File: src/design/mrrp_pkg.sv
`default_nettype none

package mrrp_pkg;

    localparam int MAX_FRAME_DEF = 256;
    localparam int FIFO_DEPTH    = 4;

    localparam logic [7:0]  FC_READ_HOLDING = 8'h03;
    localparam logic [7:0]  FC_READ_INPUT   = 8'h04;
    localparam logic [7:0]  FC_WRITE_SINGLE = 8'h06;
    localparam logic [7:0]  FC_WRITE_MULTI  = 8'h10;

    localparam logic [7:0]  FIXED_LENGTH    = 8'd4;
    localparam logic [15:0] CRC_INIT        = 16'hFFFF;
    localparam logic [15:0] CRC_POLY        = 16'hA001;
    localparam logic [7:0]  ADDR_RESET      = 8'd1;

    localparam logic [1:0]  ST_OK         = 2'd0;
    localparam logic [1:0]  ST_BAD_ADDR   = 2'd1;
    localparam logic [1:0]  ST_CRC_ERR    = 2'd2;
    localparam logic [1:0]  ST_TOO_SHORT  = 2'd3;

    localparam logic        KIND_DATA     = 1'b0;
    localparam logic        KIND_STATUS   = 1'b1;

    typedef struct packed {
        logic [7:0] rx_byte;
        logic       end_of_frame;
    } in_beat_t;

    typedef struct packed {
        logic       kind;
        logic [7:0] data_byte;
        logic [7:0] data_index;
        logic [1:0] status;
        logic [7:0] function_code;
        logic [7:0] data_length;
        logic       last;
    } result_t;

    typedef struct packed {
        logic [1:0] count;
        result_t    first;
        result_t    second;
    } push_t;

    function automatic logic [15:0] crc16_feed(input logic [15:0] c, input logic [7:0] b);
        logic [15:0] r;
        r = c ^ {8'h00, b};
        for (int i = 0; i < 8; i++)
        begin
            if (r[0])
            begin
                r = (r >> 1) ^ CRC_POLY;
            end
            else
            begin
                r = r >> 1;
            end
        end
        return r;
    endfunction

endpackage

`default_nettype wire

File: src/design/modbus_rtu_response_parser.sv
// channel  | signals                          | content
// s_axis   | tvalid tready tdata[7:0] tlast   | received byte, end of frame
// m_axis   | tvalid tready tdata tuser tlast  | data byte or frame status
// cfg      | cfg_we cfg_wdata[7:0]            | expected slave address
//
// One byte per cycle while m_axis keeps up; a taken byte waits in the input register
// and its result beats are written into the result queue, which drives m_axis.
// An end-of-frame byte that also releases a data byte yields two result beats,
// so s_axis drops tready while a byte is held and the queue holds more than two beats.
// Reset is asynchronous and takes effect at once; no clearing pass is needed.
// m_axis back-pressure stalls s_axis only through the result queue.
`default_nettype none

module modbus_rtu_response_parser #(
    parameter int MAX_FRAME = mrrp_pkg::MAX_FRAME_DEF
) (
    input  wire logic        clk,
    input  wire logic        rst_n,
    input  wire logic        s_axis_tvalid,
    output logic             s_axis_tready,
    input  wire logic [7:0]  s_axis_tdata,   // rx_byte
    input  wire logic        s_axis_tlast,   // end_of_frame
    output logic             m_axis_tvalid,
    input  wire logic        m_axis_tready,
    output logic [39:0]      m_axis_tdata,   // data_byte, data_index, status,
                                             // function_code, data_length, zero pad
    output logic [0:0]       m_axis_tuser,   // kind
    output logic             m_axis_tlast,   // last
    input  wire logic        cfg_we,
    input  wire logic [7:0]  cfg_wdata
);
    import mrrp_pkg::*;

    logic [7:0]  addr_reg;
    in_beat_t    in_beat;
    in_beat_t    beat;
    logic        beat_valid;
    logic        room_for_two;
    logic        take;
    push_t       push;
    result_t     out_res;

    always_ff @(posedge clk or negedge rst_n)
    begin
        if (!rst_n)
        begin
            addr_reg <= ADDR_RESET;
        end
        else if (cfg_we)
        begin
            addr_reg <= cfg_wdata;
        end
    end

    assign in_beat.rx_byte      = s_axis_tdata;
    assign in_beat.end_of_frame = s_axis_tlast;
    assign take = beat_valid && room_for_two;

    mrrp_in_reg u_in (
        .clk        (clk),
        .rst_n      (rst_n),
        .in_valid   (s_axis_tvalid),
        .in_ready   (s_axis_tready),
        .in_beat    (in_beat),
        .take       (take),
        .beat_valid (beat_valid),
        .beat       (beat)
    );

    mrrp_parse #(
        .MAX_FRAME (MAX_FRAME)
    ) u_parse (
        .clk           (clk),
        .rst_n         (rst_n),
        .slave_address (addr_reg),
        .take          (take),
        .beat          (beat),
        .push          (push)
    );

    mrrp_out_fifo u_fifo (
        .clk          (clk),
        .rst_n        (rst_n),
        .push         (push),
        .room_for_two (room_for_two),
        .out_valid    (m_axis_tvalid),
        .out_ready    (m_axis_tready),
        .out_res      (out_res)
    );

    assign m_axis_tdata = {6'b0, out_res.data_length, out_res.function_code,
                           out_res.status, out_res.data_index, out_res.data_byte};
    assign m_axis_tuser = out_res.kind;
    assign m_axis_tlast = out_res.last;

endmodule

`default_nettype wire

File: src/design/mrrp_in_reg.sv
`default_nettype none

module mrrp_in_reg (
    input  wire logic              clk,
    input  wire logic              rst_n,
    input  wire logic              in_valid,
    output logic                   in_ready,
    input  wire mrrp_pkg::in_beat_t in_beat,
    input  wire logic              take,
    output logic                   beat_valid,
    output mrrp_pkg::in_beat_t     beat
);
    import mrrp_pkg::*;

    logic     valid_reg;
    logic     valid_next;
    in_beat_t beat_reg;

    assign in_ready   = !valid_reg || take;
    assign beat_valid = valid_reg;
    assign beat       = beat_reg;

    always_comb
    begin
        valid_next = valid_reg;
        if (in_valid && in_ready)
        begin
            valid_next = 1'b1;
        end
        else if (take)
        begin
            valid_next = 1'b0;
        end
    end

    always_ff @(posedge clk or negedge rst_n)
    begin
        if (!rst_n)
        begin
            valid_reg <= 1'b0;
        end
        else
        begin
            valid_reg <= valid_next;
        end
    end

    always_ff @(posedge clk)
    begin
        if (in_valid && in_ready)
        begin
            beat_reg <= in_beat;
        end
    end

endmodule

`default_nettype wire

File: src/design/mrrp_parse.sv
`default_nettype none

module mrrp_parse #(
    parameter int MAX_FRAME = mrrp_pkg::MAX_FRAME_DEF
) (
    input  wire logic               clk,
    input  wire logic               rst_n,
    input  wire logic [7:0]         slave_address,
    input  wire logic               take,
    input  wire mrrp_pkg::in_beat_t beat,
    output mrrp_pkg::push_t         push
);
    import mrrp_pkg::*;

    localparam int PW = $clog2(MAX_FRAME + 1);
    localparam int CW = (PW > 8) ? PW : 8;

    logic [15:0]   crc_reg;
    logic [15:0]   crc_next;
    logic [PW-1:0] pos_reg;
    logic [PW-1:0] pos_next;
    logic [7:0]    d0_reg;
    logic [7:0]    d0_next;
    logic [7:0]    d1_reg;
    logic [7:0]    d1_next;
    logic [7:0]    fc_reg;
    logic [7:0]    fc_next;
    logic [7:0]    len_reg;
    logic [7:0]    len_next;
    logic          match_reg;
    logic          match_next;

    logic [7:0]    fc_cur;
    logic [7:0]    len_cur;
    logic          match_cur;
    logic [15:0]   crc_cur;
    logic          fc_is_read;
    logic [PW-1:0] start;
    logic [PW-1:0] q;
    logic [PW-1:0] idx;
    logic          emit;
    logic [1:0]    st;
    result_t       data_res;
    result_t       stat_res;

    always_comb
    begin
        match_cur = (pos_reg == '0) ? (beat.rx_byte == slave_address) : match_reg;
        fc_cur    = (pos_reg == PW'(1)) ? beat.rx_byte : fc_reg;
        len_cur   = len_reg;
        if (pos_reg == PW'(1))
        begin
            len_cur = (beat.rx_byte == FC_WRITE_SINGLE || beat.rx_byte == FC_WRITE_MULTI)
                      ? FIXED_LENGTH : 8'd0;
        end
        else if (pos_reg == PW'(2) && (fc_reg == FC_READ_HOLDING || fc_reg == FC_READ_INPUT))
        begin
            len_cur = beat.rx_byte;
        end

        fc_is_read = (fc_reg == FC_READ_HOLDING || fc_reg == FC_READ_INPUT);
        start      = fc_is_read ? PW'(3) : PW'(2);
        q          = pos_reg - PW'(2);
        idx        = q - start;
        crc_cur    = (pos_reg >= PW'(2)) ? crc16_feed(crc_reg, d1_reg) : crc_reg;
        emit       = take && (pos_reg >= PW'(2)) && (pos_reg < PW'(MAX_FRAME))
                     && (q >= start) && (CW'(idx) < CW'(len_cur));

        if (!match_cur)
        begin
            st = ST_BAD_ADDR;
        end
        else if (pos_reg < PW'(3))
        begin
            st = ST_TOO_SHORT;
        end
        else if ({beat.rx_byte, d0_reg} == crc_cur)
        begin
            st = ST_OK;
        end
        else
        begin
            st = ST_CRC_ERR;
        end

        data_res               = '0;
        data_res.kind          = KIND_DATA;
        data_res.data_byte     = d1_reg;
        data_res.data_index    = 8'(idx);
        data_res.function_code = fc_cur;
        data_res.data_length   = len_cur;

        stat_res               = '0;
        stat_res.kind          = KIND_STATUS;
        stat_res.status        = st;
        stat_res.function_code = fc_cur;
        stat_res.data_length   = len_cur;
        stat_res.last          = 1'b1;
    end

    always_comb
    begin
        push.count  = {1'b0, emit} + {1'b0, take && beat.end_of_frame};
        push.first  = emit ? data_res : stat_res;
        push.second = stat_res;
    end

    always_comb
    begin
        crc_next   = crc_reg;
        pos_next   = pos_reg;
        d0_next    = d0_reg;
        d1_next    = d1_reg;
        fc_next    = fc_reg;
        len_next   = len_reg;
        match_next = match_reg;
        if (take)
        begin
            if (beat.end_of_frame)
            begin
                crc_next   = CRC_INIT;
                pos_next   = '0;
                d0_next    = '0;
                d1_next    = '0;
                fc_next    = '0;
                len_next   = '0;
                match_next = 1'b0;
            end
            else
            begin
                crc_next   = crc_cur;
                pos_next   = (pos_reg == PW'(MAX_FRAME)) ? pos_reg : pos_reg + PW'(1);
                d0_next    = beat.rx_byte;
                d1_next    = d0_reg;
                fc_next    = fc_cur;
                len_next   = len_cur;
                match_next = match_cur;
            end
        end
    end

    always_ff @(posedge clk or negedge rst_n)
    begin
        if (!rst_n)
        begin
            crc_reg   <= CRC_INIT;
            pos_reg   <= '0;
            d0_reg    <= '0;
            d1_reg    <= '0;
            fc_reg    <= '0;
            len_reg   <= '0;
            match_reg <= 1'b0;
        end
        else
        begin
            crc_reg   <= crc_next;
            pos_reg   <= pos_next;
            d0_reg    <= d0_next;
            d1_reg    <= d1_next;
            fc_reg    <= fc_next;
            len_reg   <= len_next;
            match_reg <= match_next;
        end
    end

endmodule

`default_nettype wire

File: src/design/mrrp_out_fifo.sv
`default_nettype none

module mrrp_out_fifo (
    input  wire logic            clk,
    input  wire logic            rst_n,
    input  wire mrrp_pkg::push_t push,
    output logic                 room_for_two,
    output logic                 out_valid,
    input  wire logic            out_ready,
    output mrrp_pkg::result_t    out_res
);
    import mrrp_pkg::*;

    localparam int AW = $clog2(FIFO_DEPTH);
    localparam int NW = $clog2(FIFO_DEPTH + 1);

    result_t       mem [FIFO_DEPTH];
    logic [AW-1:0] wp_reg;
    logic [AW-1:0] wp_next;
    logic [AW-1:0] rp_reg;
    logic [AW-1:0] rp_next;
    logic [NW-1:0] cnt_reg;
    logic [NW-1:0] cnt_next;
    logic          pop;

    assign out_valid    = (cnt_reg != '0);
    assign out_res      = mem[rp_reg];
    assign room_for_two = (cnt_reg <= NW'(FIFO_DEPTH - 2));
    assign pop          = out_valid && out_ready;

    always_comb
    begin
        wp_next  = wp_reg + AW'(push.count);
        rp_next  = pop ? rp_reg + AW'(1) : rp_reg;
        cnt_next = cnt_reg + NW'(push.count) - NW'(pop);
    end

    always_ff @(posedge clk or negedge rst_n)
    begin
        if (!rst_n)
        begin
            wp_reg  <= '0;
            rp_reg  <= '0;
            cnt_reg <= '0;
        end
        else
        begin
            wp_reg  <= wp_next;
            rp_reg  <= rp_next;
            cnt_reg <= cnt_next;
        end
    end

    always_ff @(posedge clk)
    begin
        if (push.count != 2'd0)
        begin
            mem[wp_reg] <= push.first;
        end
        if (push.count == 2'd2)
        begin
            mem[wp_reg + AW'(1)] <= push.second;
        end
    end

endmodule

`default_nettype wire

File: config.mk
export PLATFORM = sky130hd
export DESIGN_NAME = modbus_rtu_response_parser
export DESIGN_NICKNAME = d
export VERILOG_FILES = /design/src/design/mrrp_pkg.sv /design/src/design/modbus_rtu_response_parser.sv /design/src/design/mrrp_in_reg.sv /design/src/design/mrrp_parse.sv /design/src/design/mrrp_out_fifo.sv
export SDC_FILE = /design/constraint.sdc
export NUM_CORES = 1
export LEC_CHECK = 0
export BUFFER_PORTS_ARGS = -buffer_cell sky130_fd_sc_hd__buf_2
export CORE_UTILIZATION = 28
export CTS_BUF_LIST = sky130_fd_sc_hd__clkbuf_4 sky130_fd_sc_hd__clkbuf_8
export DETAILED_ROUTE_END_ITERATION = 8
export PLACE_DENSITY_LB_ADDON = 0.2
export SLEW_MARGIN = 25
export SYNTH_ARGS = -nofsm -noshare
export SYNTH_HDL_FRONTEND = slang
export SYNTH_SLANG_ARGS = --single-unit
File: constraint.sdc
create_clock -name clk -period 6.7 [get_ports clk]
set_clock_uncertainty 0.2 [all_clocks]
set_input_delay 0.335 -clock clk [delete_from_list [all_inputs] [get_ports clk]]
set_output_delay 0.335 -clock clk [all_outputs]
set_load 0.005 [all_outputs]
==> implementation parameters, run 1 <==
Parameter                              Value

Power and ir drop
  Post-layout total power    6.140 mW
  Register share of total power    33.2%
  Largest vdd supply drop    0.3293 mV
  Combinational group share of total power    44.8%
  Fraction of power spent switching nets    40.05%
  Power dissipated by switching net loads    2.459 mW
  Internal power of the cells    3.681 mW
  Static Leak    4.931 nW
  Clock Power Share    22.0%
  Power per cell area    482.6 nW/µm²

Floorplanning
  Rows    71
  Floorplan die width    198.2 µm
  Vertical extent of the die    198.2 µm
  Top-level port count    66
  Initial cell density of the core    28.54%
  Die Footprint    39270 µm²
  Core outline area    37760 µm²

Timing
  RSZ-0062 raised after global routing    false
  Period Utilization, post-route    87.39%
  Setup violations, final    0
  Setup TNS    0 ns
  Slew Limit Fails    0
  Slew at the pin closest to its max-slew limit    0.9459 ns
  Hold slack    0.2112 ns
  Final count of hold timing violations    0
  Clock period minus worst slack    5.855 ns
  F_max    0.1708 GHz
  Max_slew headroom    36.38%

Cells and area
  Final std cell area, no fill    12720 µm²
  Sequential Area    5669 µm²
  Total area of multi-input combinational cells    4705 µm²
  Diodes inserted    0
  Fraction of final layout cells with drive strength greater than 1    22.99%
  Flip-flop count of the largest register after layout    140
  Number of standard cells in the layout, taps in and fillers out    1581
  Net count, final    1085
  Count of filler cells inserted in the layout    3817
  Post-synthesis to final-layout area growth    18.09%

Clock tree
  Clock root buffer    clkbuf_8
  TritonCTS clock tree    built
  CTS sink count    223
  H-tree lvl count    2
  Post-CTS clock slew at the launch and capture registers of the worst setup and hold paths    0.06 ns
  Clock buffer count from CTS    40
  Clock Tree Buf Depth    3
  Post-CTS Setup Bufs    0
  Insertion delay of the later-clocked pin in the worst-skew pair    0.53 ns

Yosys
  #FFs+latches synth    223
  Cell variety after synth    68
  Gate count after technology mapping    953
  Number of enable flip-flop cells after synthesis    81
  Post-synthesis share of cell area spent on full adders, half adders and majority gates    2.741%
  Cell types occupying the most area after synthesis    edfxtp_1, dfrtp_1, dfxtp_1
  Compound-Gate Fraction of Synth Area    11.49%
  Per-instance average area after synthesis    11.31 µm²
  Ys async rst share    33.18%
  Syn Std Cell Area    10770 µm²
  Portion of the post-synthesis area used by sequential elements    52.60%
  Commonest register cell after synthesis    edfxtp_1
  Mux share of post-synthesis cell area    11.13%
  Synth cell count leaders    nor2_1, nand2_1, edfxtp_1
  Library cell occupying the most area in the post-synthesis netlist    edfxtp_1
  Synthesized-area fraction occupied by xor and xnor cells    5.957%
  Simple-gate portion of the synthesized area    12.05%
  Combinational family with the most area after synthesis    simple AND/OR/NAND/NOR gates
  Total number of yosys warnings    0
  Fraction of synthesized cell area taken by the top area cell type    22.58%
  Count leader, synth    nor2_1

Hold path
  HP Class    primary input to asynchronous set/reset pin

GRT
  Total global routing track utilization    15.47%
  Total congestion overflow    0
  Wire length of the first global-routing pass    45.99 mm
  Initial antenna violation count    0
  Vias in the first global route    7614
  Pin count of the biggest net entering global routing    75

Run status
  Run status    completed

Detailed routing
  Via count    7496
  Total detailed-routing wirelength    29.41 mm
  Initial detailed-routing violation count    436
  Routed wire length per instance    18.60 µm
  Remaining antenna violation count    0
  Drt first pass iters    4
  DRC violations left    0
  Vias per cell    4.741

Worst setup path
  Maximum cell stage delay along the critical path    0.55 ns
  Crit path max fanout    5
  Type of the setup path with the least slack    register to register
  Cell family with the largest share of critical-path delay    adder cells
  List of cells traversed by the critical path    or3b_2 > a211oi_1 > ha_1 > inv_1 > ha_1 > nand2b_1 > o21ai_0 > xor2_1 > ha_1 > nand4_1 > a311o_1 > a31oi_1 > nor2_1 > nand2_1 > inv_1 > ha_1 > inv_1 > ha_1 > inv_1 > ha_1 > inv_1 > fa_1 > xor2_1 > xnor2_1
  Critical Path RT    6.92 ns
  Critical Path Most Common Cell    ha_1
  CP max-delay cell    xor2_1
  Buffering stage count on the worst path with inverters included    5
  Kind of launch point of the worst setup path    register
  Data arrival, critical path    6.07 ns
  Kind of capture point of the worst setup path    register

Placed design
  Instance count after placement with tap cells included    1481
  Placed wire-length estimate after detailed placement    19.33 mm
  Number of buffers added on ports    59
  Total cell area at the placement stage    11580 µm²
  Weighted congestion reported at the end of routability-driven placement    0.7880

Job
  Max_cap viols    0
-- timing repair --
action / in CTS / in global routing
hold buffers: 28 / 0
endpoints found under the hold margin: 76 / 0
resized for setup: 0 / 0
-- power groups by stage --
stage                     logic (mW)  clock network (mW)  registers, mW
after CTS                       2.80                1.39           2.05
after detailed placement        2.77                   0           2.07
final                           2.75                1.35           2.04
after global routing            3.06                1.45           2.09
after floorplan                 2.12                   0           1.89
after global placement          2.77                   0           2.07
-- layout by cell type, fill, tap and decap left out, drive strengths merged, types with 3 or more instances in the layout --
| master | instances |
|---|---|
| nor2 | 113 |
| and2 | 6 |
| or4 | 3 |
| nor4 | 6 |
| a31oi | 4 |
| buf | 81 |
| or3 | 7 |
| mux2 | 16 |
| and3 | 3 |
| a22oi | 3 |
| o21a | 3 |
| clkinv | 5 |
| nand3 | 14 |
| dfstp | 17 |
| nand4 | 12 |
| dfxtp | 68 |
| a22o | 53 |
| conb | 6 |
| mux4 | 35 |
| inv | 29 |
| edfxtp | 81 |
| xnor2 | 50 |
| a32oi | 3 |
| a21oi | 29 |
| nand2 | 89 |
| clkbuf | 66 |
| mux2i | 23 |
| nand2b | 7 |
| o22ai | 13 |
| nor3 | 12 |
| dlygate4sd3 | 28 |
| xor2 | 18 |
| o21ai | 55 |
| dfrtp | 57 |
| nor2b | 3 |
| ha | 22 |
-- cells by family (layout without fill, tap and decap cells) --
group / Yosys count / after routing
AO/OA/AOI/OAI: 180 / 180
flip-flops: 223 / 223
AND/OR/NAND/NOR: 284 / 284
XOR/XNOR: 70 / 70
multiplexers: 74 / 74
adder cells (fa/ha/maj): 23 / 23
other: 1 / 6
buffers and inverters: 98 / 210
-- through the flow --
stage	util [%]	worst slack [ns]
6_report	33.70	0.8450
5_1_grt	33.70	0.4434
4_1_cts	33.69	0.7988
3_5_place_dp	30.68	0.8401
3_3_place_gp	30.68	0.8804
2_1_floorplan	-	1.456
-- final timing paths --
| check | endpoint | cells past startpoint | slack (ns) | start |
|---|---|---|---|---|
| max | u_fifo.cnt_reg[2] | 24 | 0.84 | u_parse.fc_reg[0] |
| min in group clk | u_fifo.mem[1][19] | 2 | 0.25 | u_fifo.mem[1][19] |
| min | u_parse.d0_reg[3] | 2 | 0.21 | rst_n |
| max reg2reg | u_fifo.cnt_reg[2] | 24 | 0.84 | u_parse.fc_reg[0] |
| max in group asynchronous | u_fifo.rp_reg[1] | 2 | 5.59 | rst_n |
| min reg2reg | u_fifo.mem[1][19] | 2 | 0.25 | u_fifo.mem[1][19] |
-- worst register-to-register path, cell delays in order (launching register included) --
cell      delay, ns
dfrtp_1        0.40
or3b_2         0.50
a211oi_1       0.29
ha_1           0.21
inv_1          0.05
ha_1           0.21
nand2b_1       0.21
o21ai_0        0.26
xor2_1         0.55
ha_1           0.27
nand4_1        0.09
a311o_1        0.32
a31oi_1        0.29
nor2_1         0.17
nand2_1        0.18
inv_1          0.06
ha_1           0.29
inv_1          0.05
ha_1           0.26
inv_1          0.05
ha_1           0.12
inv_1          0.04
fa_1           0.36
xor2_1         0.17
xnor2_1        0.12
-- area by class of cell --
cell class	instances	area share, %
well taps	511	5.025
repair buffers	109	5.871
multi-input cells	637	36.97
flip-flops and latches	223	44.56
inverters	29	0.8555
clock buffers	66	6.303
clock inverters	6	0.4130
-- metal layers --
metal	part of all wire, %	up-vias	global-route usage, %	wire, µm
li1	-	3600	-	-
met1	48	3714	21.14	14160
met2	46	146	25.13	13670
met3	3.7	36	2.623	1098
met4	1.6	0	4.163	478
met5	0	-	0	0
(Power assumes the default switching activity.)
==> inputs of run 2 (changes only) <==
Settings changed: ABC_AREA from default to 0, CORE_UTILIZATION 28 to 63.
==> run 2 against run 1 <==
Sequential share of layout area grew 1.8 points. Cell area shrank 3.8%. Worst setup slack lost 0.11 ns. Power shrank 3.2%. Non-clock buffer count shrank 4. Hold slack gained 0.0012 ns. Routed wire length shrank 15%. Maximum frequency shrank 1.8%. Clock-buffer cell count shrank 7. Final cell count shrank 19%. Global-route usage grew 14 points. Clock power shrank 9%.
==> implementation parameters, run 2 (same netlist as run 1, synthesis figures left out) <==
Parameter                              Value

Cells and area
  Count of filler cells inserted in the layout    1137
  Final std cell area, no fill    12240 µm²
  Net count, final    1078
  Most used cells in the layout excluding fill and tap cells    nor2_1, nand2_1, edfxtp_1
  Flip-flop count of the largest register after layout    140
  Post-synthesis to final-layout area growth    13.62%
  Most common library cell in the layout ignoring fill and taps    nor2_1
  Fraction of final layout cells with drive strength greater than 1    22.17%
  Number of standard cells in the layout, taps in and fillers out    1280
  Diodes inserted    0

Worst setup path
  Data arrival, critical path    5.98 ns
  Kind of launch point of the worst setup path    register
  Origin of the critical flop-to-flop path    u_parse.fc_reg[0]
  Critical Path RT    6.72 ns
  CP max-delay cell    or3b_2
  Maximum cell stage delay along the critical path    0.50 ns
  Reg-to-reg critical path endpoint    u_fifo.mem[3][5]
  Worst reg2reg path depth    24
  Cell family with the largest share of critical-path delay    simple AND/OR/NAND/NOR gates
  List of cells traversed by the critical path    or3b_2 > a211oi_1 > ha_1 > nand2b_1 > nand2_1 > nand2_1 > a32oi_1 > o22ai_1 > xnor2_1 > inv_1 > ha_1 > o21a_1 > o21ai_0 > a311o_1 > a31oi_1 > nor2_1 > nand2_1 > inv_1 > ha_1 > nor2_1 > a21oi_1 > nand2_1 > inv_1 > buf_4
  Kind of capture point of the worst setup path    register
  Buffering stage count on the worst path with inverters included    4
  Worst setup slack for register-to-register paths    0.74 ns
  Critical Path Most Common Cell    nand2_1
  Type of the setup path with the least slack    register to register
  Crit path max fanout    16

GRT
  Wire length of the first global-routing pass    40.41 mm
  Total global routing track utilization    29.24%
  Global-route met2 utilization    48.65%
  Most Used Layer, Global Route    met2
  Pin count of the biggest net entering global routing    75
  Vias in the first global route    7649
  Total congestion overflow    0
  Met3 global-route usage    4.636%
  Global routing usage on met1    38.97%
  Initial antenna violation count    0

Floorplanning
  Initial cell density of the core    64.74%
  Die Footprint    17630 µm²
  Vertical extent of the die    132.8 µm
  Floorplan die width    132.8 µm
  Top-level port count    66
  Core outline area    16640 µm²
  Rows    47

Clock tree
  Post-CTS Setup Bufs    0
  CTS sink count    223
  Post-CTS clock slew at the launch and capture registers of the worst setup and hold paths    0.06 ns
  H-tree lvl count    2
  Post_cts resized    0
  Clock Tree Buf Depth    3
  Clock buffer count from CTS    37
  Insertion delay of the later-clocked pin in the worst-skew pair    0.53 ns
  TritonCTS clock tree    built
  Clock root buffer    clkbuf_8

Run status
  Run status    completed

Placed design
  Placed wire-length estimate after detailed placement    16.22 mm
  Total cell area at the placement stage    11190 µm²
  Weighted congestion reported at the end of routability-driven placement    0.8579
  Instance count after placement with tap cells included    1186
  Number of buffers added on ports    59
  Pre-CTS worst setup slack    0.8474 ns

Detailed routing
  Routed wire length per instance    19.46 µm
  Total detailed-routing wirelength    24.91 mm
  Vias per cell    6.040
  Drt first pass iters    5
  Remaining antenna violation count    0
  Via count    7731
  Initial detailed-routing violation count    545
  DRC violations left    0

Power and ir drop
  Power per cell area    485.6 nW/µm²
  Internal power of the cells    3.589 mW
  Clock Power Share    20.7%
  Fraction of power spent switching nets    39.63%
  Largest vdd supply drop    0.4446 mV
  Register share of total power    34.6%
  Post-layout total power    5.944 mW
  Static Leak    4.856 nW
  Power dissipated by switching net loads    2.356 mW
  Combinational group share of total power    44.6%

Timing
  Clock period minus worst slack    5.963 ns
  Setup WS post-layout    0.7368 ns
  Setup violations, final    0
  Max_slew headroom    33.52%
  Setup TNS    0 ns
  Final count of hold timing violations    0
  RSZ-0062 raised after global routing    false
  Slew Limit Fails    0
  Slew at the pin closest to its max-slew limit    0.9948 ns
  Period Utilization, post-route    89.00%
  F_max    0.1677 GHz

Hold path
  HP Class    primary input to asynchronous set/reset pin

Job
  Max_cap viols    0
## run 2: stage by stage
stage / utilization (%) / hold WS (ns)
finish: 73.56 / 0.2125
global route: 73.56 / 0.2545
CTS: 73.54 / 0.2551
detailed placement: 67.26 / 0.2420
global placement: 67.24 / 0.2290
floorplan: - / -0.1606
## run 2: layout make-up
type | instances | area, µm² | area share [%]
Multi-Input combinational cell | 637 | 4705 | 38.43
Clock buffer | 59 | 705.7 | 5.765
Clock inverter | 7 | 58.81 | 0.4804
Inverter | 29 | 108.9 | 0.8892
Sequential cell | 223 | 5672 | 46.33
Timing Repair Buffer | 105 | 716.9 | 5.857
Tap cell | 220 | 275.3 | 2.249
## run 2: routing by layer
layer,vias up,part of all wire [%],routed length [µm]
met4,0,2.6,656
met1,3875,44,10890
met3,53,4.3,1071
li1,3591,-,-
met2,212,49,12300
met5,-,0,0
## run 2: how the worst max path moves through the flow
stage                 startpoint                end  cells past startpoint
6_report       u_parse.fc_reg[0]   u_fifo.mem[3][5]                     24
5_1_grt        u_parse.fc_reg[0]  u_fifo.mem[3][18]                     24
4_1_cts        u_parse.fc_reg[0]   u_fifo.mem[3][5]                     24
3_5_place_dp   u_parse.fc_reg[0]  u_fifo.mem[3][10]                     24
3_3_place_gp   u_parse.fc_reg[0]  u_fifo.mem[3][10]                     23
2_1_floorplan  u_parse.fc_reg[0]  u_fifo.mem[1][10]                     24
## run 2: worst register-to-register path, delay by kind of cell (launching register included)
family	cells	cell delay, ns
buffers and inverters	4	0.64
AOI/OAI and AO/OA	8	1.42
adders and majority gates	3	0.80
and+or+nand+nor	8	1.89
xor gates and xnor gates	1	0.29
DFF	1	0.40
## run 2: power groups by stage
stage                     combinational [mW]  clock (mW)  sequential [mW]
after floorplan                         2.12           0             1.89
after global routing                    2.89        1.30             2.10
after detailed placement                2.60           0             2.08
after global placement                  2.55           0             2.07
final                                   2.65        1.23             2.06
after CTS                               2.63        1.25             2.06
## run 2: repair_timing
action	4_1_cts	5_1_grt
hold buffers	28	0
setup endpoints to repair	0	0
hold endpoints to repair	76	0
==> inputs of run 3 (changes only) <==
Settings changed: MAX_ROUTING_LAYER from default to met4, REMOVE_ABC_BUFFERS from default to 1.
==> run 3 against run 2 <==
First-iteration DRC count rose by 25%. Critical path type unchanged. Non-clock buffer count down 14. Sequential power is 3% lower. Critical endpoint is now u_fifo.mem[3][14]. Power decreased by 0.91%.
==> implementation parameters, run 3 (same netlist as run 1, synthesis figures left out) <==
Parameter                              Value

Run status
  Run status    completed

Detailed routing
  Remaining antenna violation count    0
  Routed wire length per instance    19.64 µm
  Vias per cell    6.006
  Initial detailed-routing violation count    680
  Drt first pass iters    5
  Total detailed-routing wirelength    24.87 mm
  DRC violations left    0
  Via count    7603

Timing
  RSZ-0062 raised after global routing    false
  Period Utilization, post-route    88.11%
  Final count of hold timing violations    0
  Slew at the pin closest to its max-slew limit    1.013 ns
  Setup violations, final    0
  Setup TNS    0 ns
  Slew Limit Fails    0
  Max_slew headroom    32.41%
  Clock period minus worst slack    5.904 ns
  F_max    0.1694 GHz

Placed design
  Instance count after placement with tap cells included    1180
  Number of buffers added on ports    59
  Weighted congestion reported at the end of routability-driven placement    0.8531
  Placed wire-length estimate after detailed placement    16.00 mm

Cells and area
  Flip-flop count of the largest register after layout    140
  Number of standard cells in the layout, taps in and fillers out    1266
  Net count, final    1063
  Most common library cell in the layout ignoring fill and taps    nor2_1
  Diodes inserted    0
  Final core area utilization    72.72%
  Fraction of final layout cells with drive strength greater than 1    21.51%
  Most used cells in the layout excluding fill and tap cells    nor2_1, nand2_1, edfxtp_1
  Post-synthesis to final-layout area growth    12.32%

Floorplanning
  Initial cell density of the core    64.74%
  Core outline area    16640 µm²
  Floorplan die width    132.8 µm
  Vertical extent of the die    132.8 µm
  Top-level port count    66
  Die Footprint    17630 µm²
  Rows    47

GRT
  Total congestion overflow    0
  Wire length of the first global-routing pass    40.52 mm
  Initial antenna violation count    0
  Pin count of the biggest net entering global routing    75
  Total global routing track utilization    30.39%
  Vias in the first global route    7672

Clock tree
  Clock buffer count from CTS    36
  Clock root buffer    clkbuf_8
  Clock Tree Buf Depth    3
  TritonCTS clock tree    built
  H-tree lvl count    2
  Insertion delay of the later-clocked pin in the worst-skew pair    0.54 ns
  CTS sink count    223
  Post-CTS clock slew at the launch and capture registers of the worst setup and hold paths    0.06 ns

Worst setup path
  Critical Path RT    6.66 ns
  Data arrival, critical path    5.86 ns
  Kind of launch point of the worst setup path    register
  Type of the setup path with the least slack    register to register
  Crit path max fanout    18
  Worst setup slack for register-to-register paths    0.80 ns
  Kind of capture point of the worst setup path    register

Power and ir drop
  Largest vdd supply drop    0.4015 mV
  Static Leak    4.781 nW
  Power per cell area    486.7 nW/µm²

Job
  Max_cap viols    0

Hold path
  HP Class    primary input to register
[run 3: power by group]
| group | internal, mW | switching (mW) |
|---|---|---|
| registers | 1.74 | 0.263 |
| clock network | 0.668 | 0.549 |
| logic | 1.13 | 1.54 |
| total | 3.54 | 2.35 |
[run 3: area by class of cell]
cell class / count / area (µm²)
sequential: 223 / 5669
multi-input combinational: 637 / 4705
fill: 1139 / 4541
clock buffer: 51 / 645.6
timing repair buffer: 91 / 591.8
tap: 220 / 275.3
inverter: 29 / 108.9
clock inverter: 15 / 106.4
[run 3: metrics by stage]
| step | hold WS (ns) | area (µm²) | worst slack, ns | total power, mW |
|---|---|---|---|---|
| 4_1_cts | 0.006398 | 12100 | 0.8370 | 5.894 |
| 3_5_place_dp | 0.2390 | 11150 | 0.8788 | 4.668 |
| 5_1_grt | 0.02567 | 12100 | 0.2991 | 6.273 |
| 6_report | 0.01215 | 12100 | 0.7965 | 5.890 |
| 2_1_floorplan | -0.1606 | 10470 | 0.2231 | 3.923 |
| 3_3_place_gp | 0.2321 | 11150 | 1.161 | 4.608 |
[run 3: worst paths after layout]
check / start / endpoint / cells past startpoint
max: u_parse.pos_reg[2] / u_fifo.mem[3][14] / 21
min: cfg_we / addr_reg[2] / 2
max reg2reg: u_parse.pos_reg[2] / u_fifo.mem[3][14] / 21
min reg2reg: u_fifo.mem[3][21] / u_fifo.mem[3][21] / 2
max in group asynchronous: rst_n / u_parse.len_reg[0] / 2
min in group asynchronous: rst_n / u_fifo.wp_reg[1] / 2
[run 3: what timing repair did]
action	CTS	global route
hold buffers	20	0
buffers inserted	0	0
resized for setup	0	0
endpoints found under the hold margin	76	0
[run 3: metal layers]
| layer | vias up | share of wire [%] | global-route usage (%) | wire [µm] |
|---|---|---|---|---|
| met4 | 0 | 1.8 | 9.195 | 450 |
| met5 | - | 0 | - | 0 |
| met3 | 40 | 6.2 | 5.249 | 1554 |
| li1 | 3552 | - | - | - |
| met2 | 294 | 48 | 48.01 | 11940 |
| met1 | 3717 | 44 | 40.45 | 10920 |
[run 3: critical path, cell delays in order (launching register included)]
cell and delay [ns]:
dfrtp_1 0.51, inv_1 0.24, ha_1 0.21, nand2b_1 0.14, a2111oi_2 0.41, nand2_1 0.31, mux2i_1 0.22, nor2_1 0.05
a21oi_1 0.39, ha_1 0.34, a21o_1 0.18, a21o_1 0.17, a21oi_1 0.16, o211ai_1 0.14, nor2_1 0.27, nand2_1 0.16
inv_1 0.08, ha_1 0.29, nor2_1 0.13, a21oi_1 0.23, nand2_1 0.10, inv_1 0.61
